--- config.mk ---
export PLATFORM = sky130hd
export DESIGN_NAME = psa_seq
export DESIGN_NICKNAME = d
export VERILOG_FILES = /design/src/hdl/psa_pkg.sv /design/src/hdl/psa_seq.sv
export SDC_FILE = /design/constraint.sdc
export NUM_CORES = 1
export LEC_CHECK = 0
export ABC_CLOCK_PERIOD_IN_PS = 9300
export BUFFER_PORTS_ARGS = -buffer_cell sky130_fd_sc_hd__buf_2
export CELL_PAD_IN_SITES_DETAIL_PLACEMENT = 1
export CELL_PAD_IN_SITES_GLOBAL_PLACEMENT = 1
export CORE_MARGIN = 1
export CORE_UTILIZATION = 45
export CTS_CLUSTER_DIAMETER = 60
export DETAILED_ROUTE_END_ITERATION = 12
export PLACE_DENSITY = 0.84
export SYNTH_ARGS = -nofsm -noshare
export SYNTH_HDL_FRONTEND = slang
export SYNTH_SLANG_ARGS = --single-unit
--- constraint.sdc ---
create_clock -name clk -period 9.3 [get_ports clk]
set_input_delay 0.465 -clock clk [delete_from_list [all_inputs] [get_ports clk]]
set_output_delay 0.465 -clock clk [all_outputs]
set_load 0.03 [all_outputs]
--- src/hdl/psa_pkg.sv ---
// shared types, constants and residue helpers for the atkin sieve block
// no dependencies
`default_nettype none

package psa_pkg;

  localparam int MAX_BOUND_DEF = 65535;
  localparam int VAL_MAX       = 65535;

  localparam int VAL_W = 16;  // query values, limit, store addresses
  localparam int CNT_W = 9;   // x, y and r counters
  localparam int SQ_W  = 17;  // squares and multiple pointer
  localparam int N_W   = 19;  // quadratic form values

  localparam logic [VAL_W-1:0] BOUND_RESET = 16'hFFFF;
  localparam logic [VAL_W-1:0] PRIME_TWO   = 16'd2;
  localparam logic [VAL_W-1:0] PRIME_THREE = 16'd3;

  localparam logic OP_BUILD = 1'b0;
  localparam logic OP_QUERY = 1'b1;

  // residues mod 12 selecting each quadratic form
  localparam logic [3:0] RES_A_LO = 4'd1;
  localparam logic [3:0] RES_A_HI = 4'd5;
  localparam logic [3:0] RES_B    = 4'd7;
  localparam logic [3:0] RES_C    = 4'd11;
  localparam logic [3:0] M12_LAST = 4'd11;
  localparam logic [5:0] MOD_BASE = 6'd12;

  typedef struct packed {
    logic             operation;
    logic [VAL_W-1:0] query_value;
  } psa_in_t;

  typedef struct packed {
    logic is_prime;
    logic out_of_range;
  } psa_out_t;

  typedef struct packed {
    logic             rd_en;
    logic             wr_en;
    logic             wr_data;
    logic [VAL_W-1:0] addr;
  } psa_mem_req_t;

  typedef struct packed {
    logic busy;
    logic done;
  } psa_seq_stat_t;

  // square of a residue, reduced mod 12
  function automatic logic [3:0] sq_mod12(input logic [3:0] v);
    logic [3:0] r;
    unique case (v)
      4'd0, 4'd6:                r = 4'd0;
      4'd1, 4'd5, 4'd7, 4'd11:   r = 4'd1;
      4'd2, 4'd4, 4'd8, 4'd10:   r = 4'd4;
      4'd3, 4'd9:                r = 4'd9;
      default:                   r = 4'd0;
    endcase
    return r;
  endfunction

  // reduce a small sum (below 60) mod 12
  function automatic logic [3:0] mod12(input logic [5:0] v);
    logic [5:0] t;
    t = v;
    for (int i = 0; i < 4; i++) begin
      if (t >= MOD_BASE) t = t - MOD_BASE;
    end
    return t[3:0];
  endfunction

endpackage

`default_nettype wire

--- src/hdl/psa_seq.sv ---
// build sequencer: clear sweep, quadratic-form toggles, square-free cull
// depends on psa_pkg; drives the store through a psa_mem_req_t
`default_nettype none

module psa_seq
  import psa_pkg::*;
(
  input  logic             clk,
  input  logic             rst_n,
  input  logic             start,
  input  logic             done_ack,
  input  logic [VAL_W-1:0] lim,
  input  logic             rd_data,
  output psa_mem_req_t     mem_req,
  output psa_seq_stat_t    stat
);

  localparam logic [2:0] ST_IDLE     = 3'd0;
  localparam logic [2:0] ST_CLEAR    = 3'd1;
  localparam logic [2:0] ST_FORM     = 3'd2;
  localparam logic [2:0] ST_TOGGLE   = 3'd3;
  localparam logic [2:0] ST_CULL_RD  = 3'd4;
  localparam logic [2:0] ST_CULL_TST = 3'd5;
  localparam logic [2:0] ST_CULL_WR  = 3'd6;
  localparam logic [2:0] ST_DONE     = 3'd7;

  localparam logic [1:0] FORM_A = 2'd0;  // 4x^2 + y^2
  localparam logic [1:0] FORM_B = 2'd1;  // 3x^2 + y^2
  localparam logic [1:0] FORM_C = 2'd2;  // 3x^2 - y^2

  localparam logic [CNT_W-1:0] CULL_FIRST    = 9'd5;
  localparam logic [SQ_W-1:0]  CULL_FIRST_SQ = 17'd25;

  logic [2:0]       state_r, state_nxt;
  logic [1:0]       form_r, form_nxt;
  logic [CNT_W-1:0] outer_r, outer_nxt;
  logic [SQ_W-1:0]  outer_sq_r, outer_sq_nxt;
  logic [N_W-1:0]   outer_sq3_r, outer_sq3_nxt;
  logic [3:0]       outer_m12_r, outer_m12_nxt;
  logic [CNT_W-1:0] inner_r, inner_nxt;
  logic [SQ_W-1:0]  inner_sq_r, inner_sq_nxt;
  logic [3:0]       inner_m12_r, inner_m12_nxt;
  logic [SQ_W-1:0]  mult_r, mult_nxt;
  logic [VAL_W-1:0] addr_r, addr_nxt;

  logic [N_W-1:0]   lim_n;
  logic [SQ_W-1:0]  lim_s;
  logic [N_W-1:0]   n_a, n_b, n_c, form_n;
  logic [3:0]       sx, sy, res_a, res_b, res_c;
  logic             form_hit;
  logic [CNT_W:0]   inner_step, outer_step;
  logic [SQ_W-1:0]  inner_sq_inc, outer_sq_inc, mult_inc;
  logic [N_W-1:0]   outer_sq3_inc;
  logic             inner_end, outer_end;
  logic             step_done;

  assign lim_n = N_W'(lim);
  assign lim_s = SQ_W'(lim);

  assign n_a = {outer_sq_r, 2'b00} + N_W'(inner_sq_r);
  assign n_b = outer_sq3_r + N_W'(inner_sq_r);
  assign n_c = outer_sq3_r - N_W'(inner_sq_r);

  assign sx    = sq_mod12(outer_m12_r);
  assign sy    = sq_mod12(inner_m12_r);
  assign res_a = mod12(6'({sx, 2'b00}) + 6'(sy));
  assign res_b = mod12(6'({sx, 1'b0}) + 6'(sx) + 6'(sy));
  assign res_c = mod12(6'({sx, 1'b0}) + 6'(sx) + MOD_BASE - 6'(sy));

  always_comb begin
    case (form_r)
      FORM_A: begin
        form_n   = n_a;
        form_hit = (n_a <= lim_n) && ((res_a == RES_A_LO) || (res_a == RES_A_HI));
      end
      FORM_B: begin
        form_n   = n_b;
        form_hit = (n_b <= lim_n) && (res_b == RES_B);
      end
      FORM_C: begin
        form_n   = n_c;
        form_hit = (outer_r > inner_r) && (n_c <= lim_n) && (res_c == RES_C);
      end
      default: begin
        form_n   = n_a;
        form_hit = 1'b0;
      end
    endcase
  end

  // next square from the current root: (k+1)^2 = k^2 + 2k + 1
  assign inner_step    = {inner_r, 1'b1};
  assign outer_step    = {outer_r, 1'b1};
  assign inner_sq_inc  = inner_sq_r + SQ_W'(inner_step);
  assign outer_sq_inc  = outer_sq_r + SQ_W'(outer_step);
  assign outer_sq3_inc = outer_sq3_r + N_W'(outer_step) + N_W'({outer_step, 1'b0});
  assign inner_end     = inner_sq_inc > lim_s;
  assign outer_end     = outer_sq_inc > lim_s;
  assign mult_inc      = mult_r + outer_sq_r;

  always_comb begin
    state_nxt     = state_r;
    form_nxt      = form_r;
    outer_nxt     = outer_r;
    outer_sq_nxt  = outer_sq_r;
    outer_sq3_nxt = outer_sq3_r;
    outer_m12_nxt = outer_m12_r;
    inner_nxt     = inner_r;
    inner_sq_nxt  = inner_sq_r;
    inner_m12_nxt = inner_m12_r;
    mult_nxt      = mult_r;
    addr_nxt      = addr_r;
    step_done     = 1'b0;
    mem_req       = '0;

    unique case (state_r)
      ST_IDLE: begin
        if (start) begin
          state_nxt = ST_CLEAR;
          mult_nxt  = '0;
        end
      end
      ST_CLEAR: begin
        mem_req.wr_en = 1'b1;
        mem_req.addr  = mult_r[VAL_W-1:0];
        if (mult_r == lim_s) begin
          state_nxt     = ST_FORM;
          form_nxt      = FORM_A;
          outer_nxt     = CNT_W'(1);
          outer_sq_nxt  = SQ_W'(1);
          outer_sq3_nxt = N_W'(3);
          outer_m12_nxt = 4'd1;
          inner_nxt     = CNT_W'(1);
          inner_sq_nxt  = SQ_W'(1);
          inner_m12_nxt = 4'd1;
        end else begin
          mult_nxt = mult_r + SQ_W'(1);
        end
      end
      ST_FORM: begin
        if (form_hit) begin
          mem_req.rd_en = 1'b1;
          mem_req.addr  = form_n[VAL_W-1:0];
          addr_nxt      = form_n[VAL_W-1:0];
          state_nxt     = ST_TOGGLE;
        end else begin
          step_done = 1'b1;
        end
      end
      ST_TOGGLE: begin
        mem_req.wr_en   = 1'b1;
        mem_req.wr_data = ~rd_data;
        mem_req.addr    = addr_r;
        state_nxt       = ST_FORM;
        step_done       = 1'b1;
      end
      ST_CULL_RD: begin
        if (outer_sq_r > lim_s) begin
          state_nxt = ST_DONE;
        end else begin
          mem_req.rd_en = 1'b1;
          mem_req.addr  = VAL_W'(outer_r);
          state_nxt     = ST_CULL_TST;
        end
      end
      ST_CULL_TST: begin
        if (rd_data) begin
          mult_nxt  = outer_sq_r;
          state_nxt = ST_CULL_WR;
        end else begin
          outer_nxt    = outer_r + CNT_W'(1);
          outer_sq_nxt = outer_sq_inc;
          state_nxt    = ST_CULL_RD;
        end
      end
      ST_CULL_WR: begin
        if (mult_r <= lim_s) begin
          mem_req.wr_en = 1'b1;
          mem_req.addr  = mult_r[VAL_W-1:0];
          mult_nxt      = mult_inc;
        end else begin
          outer_nxt    = outer_r + CNT_W'(1);
          outer_sq_nxt = outer_sq_inc;
          state_nxt    = ST_CULL_RD;
        end
      end
      ST_DONE: begin
        if (done_ack) state_nxt = ST_IDLE;
      end
      default: state_nxt = ST_IDLE;
    endcase

    // advance form, then y, then x
    if (step_done) begin
      if (form_r != FORM_C) begin
        form_nxt = form_r + 2'd1;
      end else begin
        form_nxt = FORM_A;
        if (!inner_end) begin
          inner_nxt     = inner_r + CNT_W'(1);
          inner_sq_nxt  = inner_sq_inc;
          inner_m12_nxt = (inner_m12_r == M12_LAST) ? 4'd0 : inner_m12_r + 4'd1;
        end else begin
          inner_nxt     = CNT_W'(1);
          inner_sq_nxt  = SQ_W'(1);
          inner_m12_nxt = 4'd1;
          if (outer_end) begin
            state_nxt    = ST_CULL_RD;
            outer_nxt    = CULL_FIRST;
            outer_sq_nxt = CULL_FIRST_SQ;
          end else begin
            outer_nxt     = outer_r + CNT_W'(1);
            outer_sq_nxt  = outer_sq_inc;
            outer_sq3_nxt = outer_sq3_inc;
            outer_m12_nxt = (outer_m12_r == M12_LAST) ? 4'd0 : outer_m12_r + 4'd1;
          end
        end
      end
    end
  end

  always_ff @(posedge clk) begin
    if (!rst_n) begin
      state_r     <= ST_IDLE;
      form_r      <= FORM_A;
      outer_r     <= '0;
      outer_sq_r  <= '0;
      outer_sq3_r <= '0;
      outer_m12_r <= '0;
      inner_r     <= '0;
      inner_sq_r  <= '0;
      inner_m12_r <= '0;
      mult_r      <= '0;
    end else begin
      state_r     <= state_nxt;
      form_r      <= form_nxt;
      outer_r     <= outer_nxt;
      outer_sq_r  <= outer_sq_nxt;
      outer_sq3_r <= outer_sq3_nxt;
      outer_m12_r <= outer_m12_nxt;
      inner_r     <= inner_nxt;
      inner_sq_r  <= inner_sq_nxt;
      inner_m12_r <= inner_m12_nxt;
      mult_r      <= mult_nxt;
    end
  end

  always_ff @(posedge clk) begin
    addr_r <= addr_nxt;
  end

  assign stat.busy = (state_r != ST_IDLE);
  assign stat.done = (state_r == ST_DONE);

endmodule

`default_nettype wire

==> results.yml, run 1 <==
clocking:
  holdBufCountCts: 0
  numCtsBuffers: 17
  clkTransAtPathRegs_ns: 0.07
  clock-sinks: 123
  cts-resized-gates: 0
  tritoncts: "built"
  clk_path_buf_depth: 2
  clock_latency_ns: 0.46
  h-tree-depth: 4
  root_buffer: "clkbuf_16"
  cts_setup_buffers: 0
min_path:
  hp-class: "in -> reg"
sta:
  worst_hold_slack_ns: 0.304
  worst_pin_slew_ns: 1.29
  maxSlewViolCount: 0
  fin_skew_ns: 0.0173
  setup_viol_count_final: 0
  rsz0062_at_grt: "no"
  hold_viol_final: 0
  period_minus_slack_ns: 8.51
  fmax_mhz: 117
  fin_crit_sh_pct: 91.6
  slew_headroom_pct: 14.0
  setup_tns_ns: 0
logic_synthesis:
  synthSimpleGateAreaFrac_pct: 20.1
  synth_warnings: 0
  yosys.area.top_type_share_pct: 20.8
  yosysUniqueCellTypes: 99
  synth-seq-cells: 123
  synth_top_family_by_area: "compound AO/OA/AOI/OAI gates"
  synthesis.nets: 2232
  syn_avg_cell_area_sq_um: 7.98
  seq_area_frac_synth_pct: 17.0
  ys_async_sr_fraction_pct: 0
  synth_area_leaders: "ha_1 21%, dfxtp_1 14%, xnor2_1 4.9%, a21oi_1 4.7%, nor2_1 4.2%"
  synth_edf_count: 16
  synth_fa_ha_area_share_pct: 23.1
  synth_compound_area_share_pct: 25.6
  synth.largest_area_cell: "ha_1"
  synth_area_sq_um: 15500
  syn-instance-count: 1936
  synth_flop_cell: "dfxtp_1"
  synth_mux_area_share_pct: 1.80
  synth-xor-area-share_pct: 6.92
worst_setup_path:
  cp-end-kind: "primary output"
  critPathArrivalTime_ns: 8.05
  crit_family: "compound AO/OA/AOI/OAI gates"
  crit_buf_inv: 4
  critical_path_class: "reg -> out"
  required_ns: 8.84
  critPathMaxStageDelay_ns: 1.08
  crit_path_start_kind: "flop"
  cp_common_cell: "ha_1"
  path_max_fanout: 25
  worstPathCellList: "inv_1 -> fa_1 -> inv_1 -> ha_1 -> a21o_1 -> a22oi_1 -> nand2_1 -> nor3_1 -> mux2_2 -> ha_1 -> xnor3_1 -> o21ai_0 -> o311ai_0 -> o211ai_1 -> ha_1 -> nor3_2 -> mux2_2 -> ha_1 -> nand4_1 -> mux2_4 -> a311oi_4 -> a222oi_1 -> inv_1 -> buf_2"
  cp_slowest_cell: "a311oi_4"
outcome:
  outcome: "finished, final reports clean"
layout:
  diodes: 0
  finalCoreUtilization_pct: 49.2
  fillers: 4155
  drive_gt1_share_pct: 7.02
  area_growth_pct: 7.32
  finalNetCount: 2234
grt:
  grt_usage_pct: 32.1
  grt_max_degree: 44
  grt_pass1_vias: 15900
  grt_overflow_total: 0
  grt_pass1_wl_um: 88500
  grt_antenna_before_repair: 1
detailed_routing:
  drt_pass1_iterations: 5
  routed_wl_um: 56500
  dr.first_iter.drc_count: 1084
  detail_route.wl_per_cell_um: 23.6
  drc: 0
  ant_nets: 0
  via_per_inst: 6.45
  via_count: 15500
place:
  place.gp.congestion: 0.958
  port_buffers: 41
  dp_hpwl_um: 43400
pwr:
  p_leak_nw: 7.66
  p_per_area_nw_per_um2: 83.9
  peakVddDrop_uv: 129
  power_w: 0.00139
die:
  coreArea_sq_um: 33700
  dieWidth_um: 187
  die_area_sq_um: 35100
  initial_core_util_pct: 45.9
  std_cell_rows: 67
  die_h_um: 187
  io_pins: 42
job:
  max-cap-violations: 0
==> through the flow <==
stage	cells	instance area (sq um)	worst slack, ns
after floorplan	1936	15500	1.96
after CTS	2399	16600	0.800
after global routing	2399	16600	0.209
final	2399	16600	0.785
after detailed placement	2367	16000	1.31
after global placement	2367	16000	1.59
==> layout make-up <==
cell class              count  area, sq um  share of cell area, %
multi-input cells        1607        12000                   72.3
flip-flops and latches    123         2620                   15.8
well taps                 448          561                   3.38
clock buffers              22          497                   2.99
inverters                 132          495                   2.99
repair buffers             57          325                   1.96
clock inverters            10         86.3                  0.520
==> worst paths after layout <==
path                    startpoint                     to  slack (ns)  cells after the start
max                  sx[2]$_DFF_P_            mem_req[15]        0.79                     24
max reg2reg          sx[2]$_DFF_P_  outer_r[6]$_SDFF_PN0_        1.20                     25
min reg2reg  inner_r[2]$_SDFF_PN0_  inner_r[2]$_SDFF_PN0_        0.53                      2
min                          start  state_r[0]$_SDFF_PN0_        0.30                      2
==> per-layer routing <==
| layer | share of wire (%) | wire [um] | GRT usage, % | vias up |
|---|---|---|---|---|
| li1 | - | - | - | 7131 |
| met3 | 6.6 | 3750 | 6.51 | 208 |
| met4 | 5.8 | 3250 | 19.6 | 2 |
| met5 | 0.018 | 10 | 0 | - |
| met1 | 42 | 23800 | 39.0 | 7575 |
| met2 | 45 | 25700 | 52.0 | 565 |
==> cell usage after synthesis, drive strengths merged (26+ instances only) <==
cell,n
a211oi,27
a21o,41
a21oi,147
a22oi,54
a31oi,30
and3,27
clkbuf,52
dfxtp,107
ha,257
inv,131
nand2,115
nand3,63
nand4,28
nor2,173
nor2b,38
nor3,37
o21a,38
o21ai,82
o21bai,26
xnor2,88
xor2,28
==> kinds of logic after synthesis <==
family / Yosys count
mux: 26
simple gates: 609
xor+xnor: 118
compound gates: 579
fa+ha+maj: 275
flops: 123
buf+inv: 206
==> report_power, final <==
| group | leakage [nW] | total [W] | internal [W] | switching [W] |
|---|---|---|---|---|
| Combinational | 6.37 | 0.000138 | 0.0000472 | 0.0000906 |
| Clock | 0.279 | 0.000697 | 0.000405 | 0.000293 |
| Sequential | 1.01 | 0.000557 | 0.000543 | 0.0000141 |
| Total | 7.66 | 0.00139 | 0.000994 | 0.000398 |
==> registers in the layout (all words and copies together) (netlist names) <==
register     count
addr_r          16
form_r           2
inner_m12_r      4
inner_r          9
inner_sq_r      17
mult_r          17
outer_m12_r      4
outer_r          9
outer_sq3_r     19
outer_sq_r      17
state_r          3
sx               3
sy               3
==> placed cells by master, fill, tap and decap left out, types with 27 or more instances in the layout <==
cell       n
o21ai_0   78
inv_1    131
o21a_1    38
nand4_1   27
xnor2_1   87
dfxtp_1  107
and3_1    27
xor2_1    28
nand2_1  114
nor2b_1   38
nand3_1   63
a31oi_1   29
a21o_1    41
nor3_1    36
nor2_1   170
a22oi_1   54
ha_1     257
a21oi_1  146
buf_2     41
No activity file was read; power rests on OpenSTA's default activity.
==> inputs of run 2 (changes only) <==
CORE_UTILIZATION = 40   (was 45)
PLACE_DENSITY = 0.77   (was 0.84)
==> results.yml, run 2 (synthesis gave the netlist of run 1 again) <==
pwr:
  peakVddDrop_uv: 129
  p_per_area_nw_per_um2: 84.8
  p_leak_nw: 7.66
sta:
  worst_slack_ns: 1.17
  fin_crit_sh_pct: 87.4
  worst_hold_slack_ns: 0.318
  setup_tns_ns: 0
  fmax_mhz: 123
  period_minus_slack_ns: 8.13
  setup_viol_count_final: 0
  slew_headroom_pct: 33.0
  rsz0062_at_grt: "no"
  fin_skew_ns: 0.0143
  worst_pin_slew_ns: 1.01
  maxSlewViolCount: 0
  hold_viol_final: 0
clocking:
  clock-sinks: 123
  tritoncts: "built"
  clk_path_buf_depth: 2
  clkTransAtPathRegs_ns: 0.07
  h-tree-depth: 4
  clock_latency_ns: 0.45
  root_buffer: "clkbuf_16"
  cts_setup_buffers: 0
  numCtsBuffers: 17
  holdBufCountCts: 0
  cts-resized-gates: 0
place:
  dpl_cell_area_sq_um: 16100
  post-place-cells: 2427
  post-place-ws_ns: 1.54
  port_buffers: 41
  dp_hpwl_um: 42700
  place.gp.congestion: 0.924
layout:
  layout_commonest_cell: "ha_1"
  multiInputGateArea_sq_um: 12000
  area_growth_pct: 7.81
  finalNetCount: 2231
  final_cell_mix: "257 x ha_1, 170 x nor2_1, 146 x a21oi_1"
  diodes: 0
  largest_reg_flops: 19
  finalInstanceArea_sq_um: 16700
  top_register: "outer_sq3_r"
  drive_gt1_share_pct: 7.03
  finalNonFillerCells: 2459
  seqCellArea_sq_um: 2620
  fillers: 4671
die:
  dieWidth_um: 199
  io_pins: 42
  initial_core_util_pct: 40.8
  std_cell_rows: 71
  coreArea_sq_um: 37800
  die_area_sq_um: 39400
  die_h_um: 199
min_path:
  hp-class: "in -> reg"
detailed_routing:
  detail_route.wl_per_cell_um: 22.0
  drt_pass1_iterations: 5
  dr.first_iter.drc_count: 841
  drc: 0
  ant_nets: 0
  via_count: 15000
  routed_wl_um: 54000
  via_per_inst: 6.12
worst_setup_path:
  required_ns: 8.84
  path_max_fanout: 33
  cp-end-kind: "primary output"
  critPathArrivalTime_ns: 7.67
  critical_path_class: "reg -> out"
  crit_path_start_kind: "flop"
grt:
  grt_antenna_before_repair: 1
  grt_overflow_total: 0
  grt_pass1_wl_um: 85200
  grt_usage_pct: 27.7
  grt_max_degree: 53
  grt_pass1_vias: 15300
job:
  max-cap-violations: 0
outcome:
  outcome: "finished, final reports clean"
run 2: changes by cell type in the layout (fill, tap and decap cells not counted), sizes merged:
cell and change:
clkinvlp -3, inv +10, buf -3, clkinv -3, clkbuf -5, bufinv +1
run 2: routing by layer:
metal	track usage (%)	vias up	wire (um)
met2	46.9	364	25100
li1	-	7136	-
met4	8.58	2	1470
met3	3.70	84	2550
met1	36.3	7460	24900
met5	0	-	13
run 2: through the flow:
step | utilization, % | total power (W)
2_1_floorplan | - | 0.000649
3_3_place_gp | 42.5 | 0.000690
3_5_place_dp | 42.5 | 0.000697
4_1_cts | 44.0 | 0.00142
5_1_grt | 44.0 | 0.00146
6_report | 44.0 | 0.00141
run 2: worst max-delay path, stage by stage (launching register included):
cell and delay [ns]:
dfxtp_1 0.52, inv_1 0.16, fa_1 0.59, inv_1 0.06, ha_1 0.32, a21o_1 0.21
a22oi_1 0.49, nand2_1 0.19, nor3_1 0.34, mux2_2 0.38, ha_1 0.27, xnor3_1 0.32
o21ai_0 0.08, o311ai_0 0.13, o211ai_1 0.30, ha_1 0.34, nor3_2 0.33, mux2_2 0.38
ha_1 0.27, nand4_1 0.07, mux2_4 0.35, a311oi_4 0.26, buf_4 0.42, nand2_1 0.12
nand2_1 0.10, buf_2 0.21
run 2: path summary, 6_finish.rpt:
check             slack, ns               endpoint                       from  cells past startpoint
setup / recovery       1.17             mem_req[7]              sx[2]$_DFF_P_                     25
hold / removal         0.32  state_r[0]$_SDFF_PN0_                      start                      2
setup reg to reg       1.49          sy[2]$_DFF_P_              sx[2]$_DFF_P_                     26
hold reg to reg        0.54          sx[0]$_DFF_P_  outer_m12_r[2]$_SDFF_PN0_                      1
run 2: power by group:
group | switching [W] | total, W | internal, W
clock network | 0.000318 | 0.000724 | 0.000406
registers | 0.0000109 | 0.000553 | 0.000542
logic | 0.0000888 | 0.000136 | 0.0000471
run 2: area by class of cell:
cell class / instances / share of cell area, %
repair buffers: 54 / 1.82
well taps: 511 / 3.84
multi-input cells: 1607 / 72.0
clock buffers: 17 / 2.55
inverters: 132 / 2.97
clock inverters: 15 / 1.04
flip-flops and latches: 123 / 15.7
==> inputs of run 3 (changes only) <==
CELL_PAD_IN_SITES_DETAIL_PLACEMENT = default   (was 1)
CELL_PAD_IN_SITES_GLOBAL_PLACEMENT = default   (was 1)
CORE_MARGIN = default   (was 1)
PLACE_DENSITY = 0.63   (was 0.77)
RECOVER_POWER = 100   (was default)
==> results.yml, run 3 (synthesis gave the netlist of run 1 again) <==
outcome:
  outcome: "finished, violations left"
  failed_checks: "capacitance limit, slew limit"
clocking:
  cts_setup_buffers: 0
  clk_path_buf_depth: 2
  h-tree-depth: 4
  clock_latency_ns: 0.45
  clkTransAtPathRegs_ns: 0.07
  root_buffer: "clkbuf_16"
  cts-resized-gates: 0
  clock-sinks: 123
  holdBufCountCts: 0
  tritoncts: "built"
  numCtsBuffers: 17
detailed_routing:
  route.met3.wl_um: 2950
  drt-met1-wl_um: 22400
  drt_pass1_iterations: 6
  drc: 0
  dr.first_iter.drc_count: 1274
  top_layer: "met4"
  ant_nets: 0
  via_per_inst: 5.94
  detail_route.wl_per_cell_um: 19.4
  wl_met2_um: 20600
  routed_wl_um: 47800
  via_count: 14600
worst_setup_path:
  crit_path_start: "sx[2]$_DFF_P_"
  critPathArrivalTime_ns: 8.67
  cp-end-kind: "flop"
  r2r_cells: 25
  cp_slowest_cell: "nor2_1"
  regToRegEndpoint: "outer_sq_r[11]$_SDFF_PN0_"
  cp_common_cell: "ha_1"
  path_max_fanout: 18
  required_ns: 9.67
  critPathMaxStageDelay_ns: 1.21
  critical_path_class: "reg -> reg"
  r2r_start: "sx[2]$_DFF_P_"
  crit_path_start_kind: "flop"
  ff2ff_setup_slack_ns: 0.99
grt:
  grt_pass1_vias: 13400
  grt_max_degree: 43
  grt_pass1_wl_um: 74000
  grt_antenna_before_repair: 0
  grt_usage_pct: 24.1
  grt_overflow_total: 0
sta:
  maxSlewViolCount: 54
  worst_pin_slew_ns: 1.60
  fmax_mhz: 120
  slew_headroom_pct: -6.80
  fin_crit_sh_pct: 89.3
  setup_viol_count_final: 0
  fin_skew_ns: 0.0121
  period_minus_slack_ns: 8.31
  hold_viol_final: 0
  rsz0062_at_grt: "no"
  setup_tns_ns: 0
die:
  die_h_um: 199
  io_pins: 42
  dieWidth_um: 199
  coreArea_sq_um: 37800
  std_cell_rows: 71
  initial_core_util_pct: 40.8
  die_area_sq_um: 39400
layout:
  layout_commonest_cell: "ha_1"
  area_growth_pct: 7.39
  diodes: 0
  largest_reg_flops: 19
  finalNonFillerCells: 2461
  top_register: "outer_sq3_r"
  finalNetCount: 2233
  final_cell_mix: "257 x ha_1, 171 x nor2_1, 147 x a21oi_1"
  drive_gt1_share_pct: 5.44
place:
  port_buffers: 41
  post-place-cells: 2429
  dp_hpwl_um: 37100
  place.gp.congestion: 0.922
min_path:
  hp-start: "start"
  worst_hold_path.endpoint: "state_r[0]$_SDFF_PN0_"
  hp-class: "in -> reg"
  hold_depth: 2
pwr:
  pwr-share-clk_pct: 50.1
  seqPwrFrac_pct: 40.3
  combPwrFrac_pct: 9.6
  peakVddDrop_uv: 109
  p_per_area_nw_per_um2: 82.5
  internal_power_w: 0.000977
  switchingPower_w: 0.000392
  p_sw_share_pct: 28.6
  p_leak_nw: 7.54
job:
  max-cap-violations: 2
[run 3: layout make-up]
| type | instances | area, sq um |
|---|---|---|
| clock buffers | 18 | 450 |
| multi-input cells | 1607 | 12000 |
| flip-flops and latches | 123 | 2620 |
| fillers | 3822 | 21200 |
| clock inverters | 14 | 136 |
| inverters | 132 | 495 |
| well taps | 511 | 639 |
| repair buffers | 56 | 284 |
[run 3: how the worst max path moves through the flow]
| stage | to | cells past startpoint |
|---|---|---|
| finish | outer_sq_r[11]$_SDFF_PN0_ | 25 |
| global route | sy[2]$_DFF_P_ | 26 |
| CTS | outer_r[6]$_SDFF_PN0_ | 25 |
| detailed placement | outer_r[6]$_SDFF_PN0_ | 25 |
| global placement | outer_r[6]$_SDFF_PN0_ | 25 |
| floorplan | mem_req[3] | 24 |
[run 3: worst max-delay path: cells and delay by family, from the launching register on]
| kind | cells | cell delay, ns |
|---|---|---|
| AO/OA/AOI/OAI | 7 | 1.55 |
| XOR/XNOR | 1 | 0.32 |
| adder cells (fa/ha/maj) | 5 | 1.77 |
| buffers and inverters | 2 | 0.21 |
| flip-flops | 1 | 0.50 |
| multiplexers | 3 | 1.20 |
| AND/OR/NAND/NOR | 7 | 2.67 |
[run 3: stage by stage]
step           area [sq um]  hold slack (ns)  setup WS, ns  util [%]  total power [W]
2_1_floorplan         15500            0.466          1.96         -         0.000649
3_3_place_gp          16100            0.505          1.51      42.5         0.000688
3_5_place_dp          16100            0.522          1.31      42.5         0.000692
4_1_cts               16700            0.333          1.25      44.0          0.00138
5_1_grt               16600            0.348         0.411      43.9          0.00141
6_report              16600            0.351         0.994      43.9          0.00137
[run 3: per-layer routing]
metal | vias to the layer above | GRT usage [%]
met1 | 6879 | 33.3
li1 | 7155 | -
met3 | 86 | 3.54
met4 | 0 | 10.5
met2 | 503 | 37.1
met5 | - | 0
[run 3: power groups by stage]
stage	clock network, W	registers [W]	logic [W]
finish	0.000686	0.000552	0.000131
global route	0.000718	0.000553	0.000144
CTS	0.000695	0.000552	0.000129
detailed placement	0	0.000564	0.000128
global placement	0	0.000564	0.000124
floorplan	0	0.000560	0.0000890
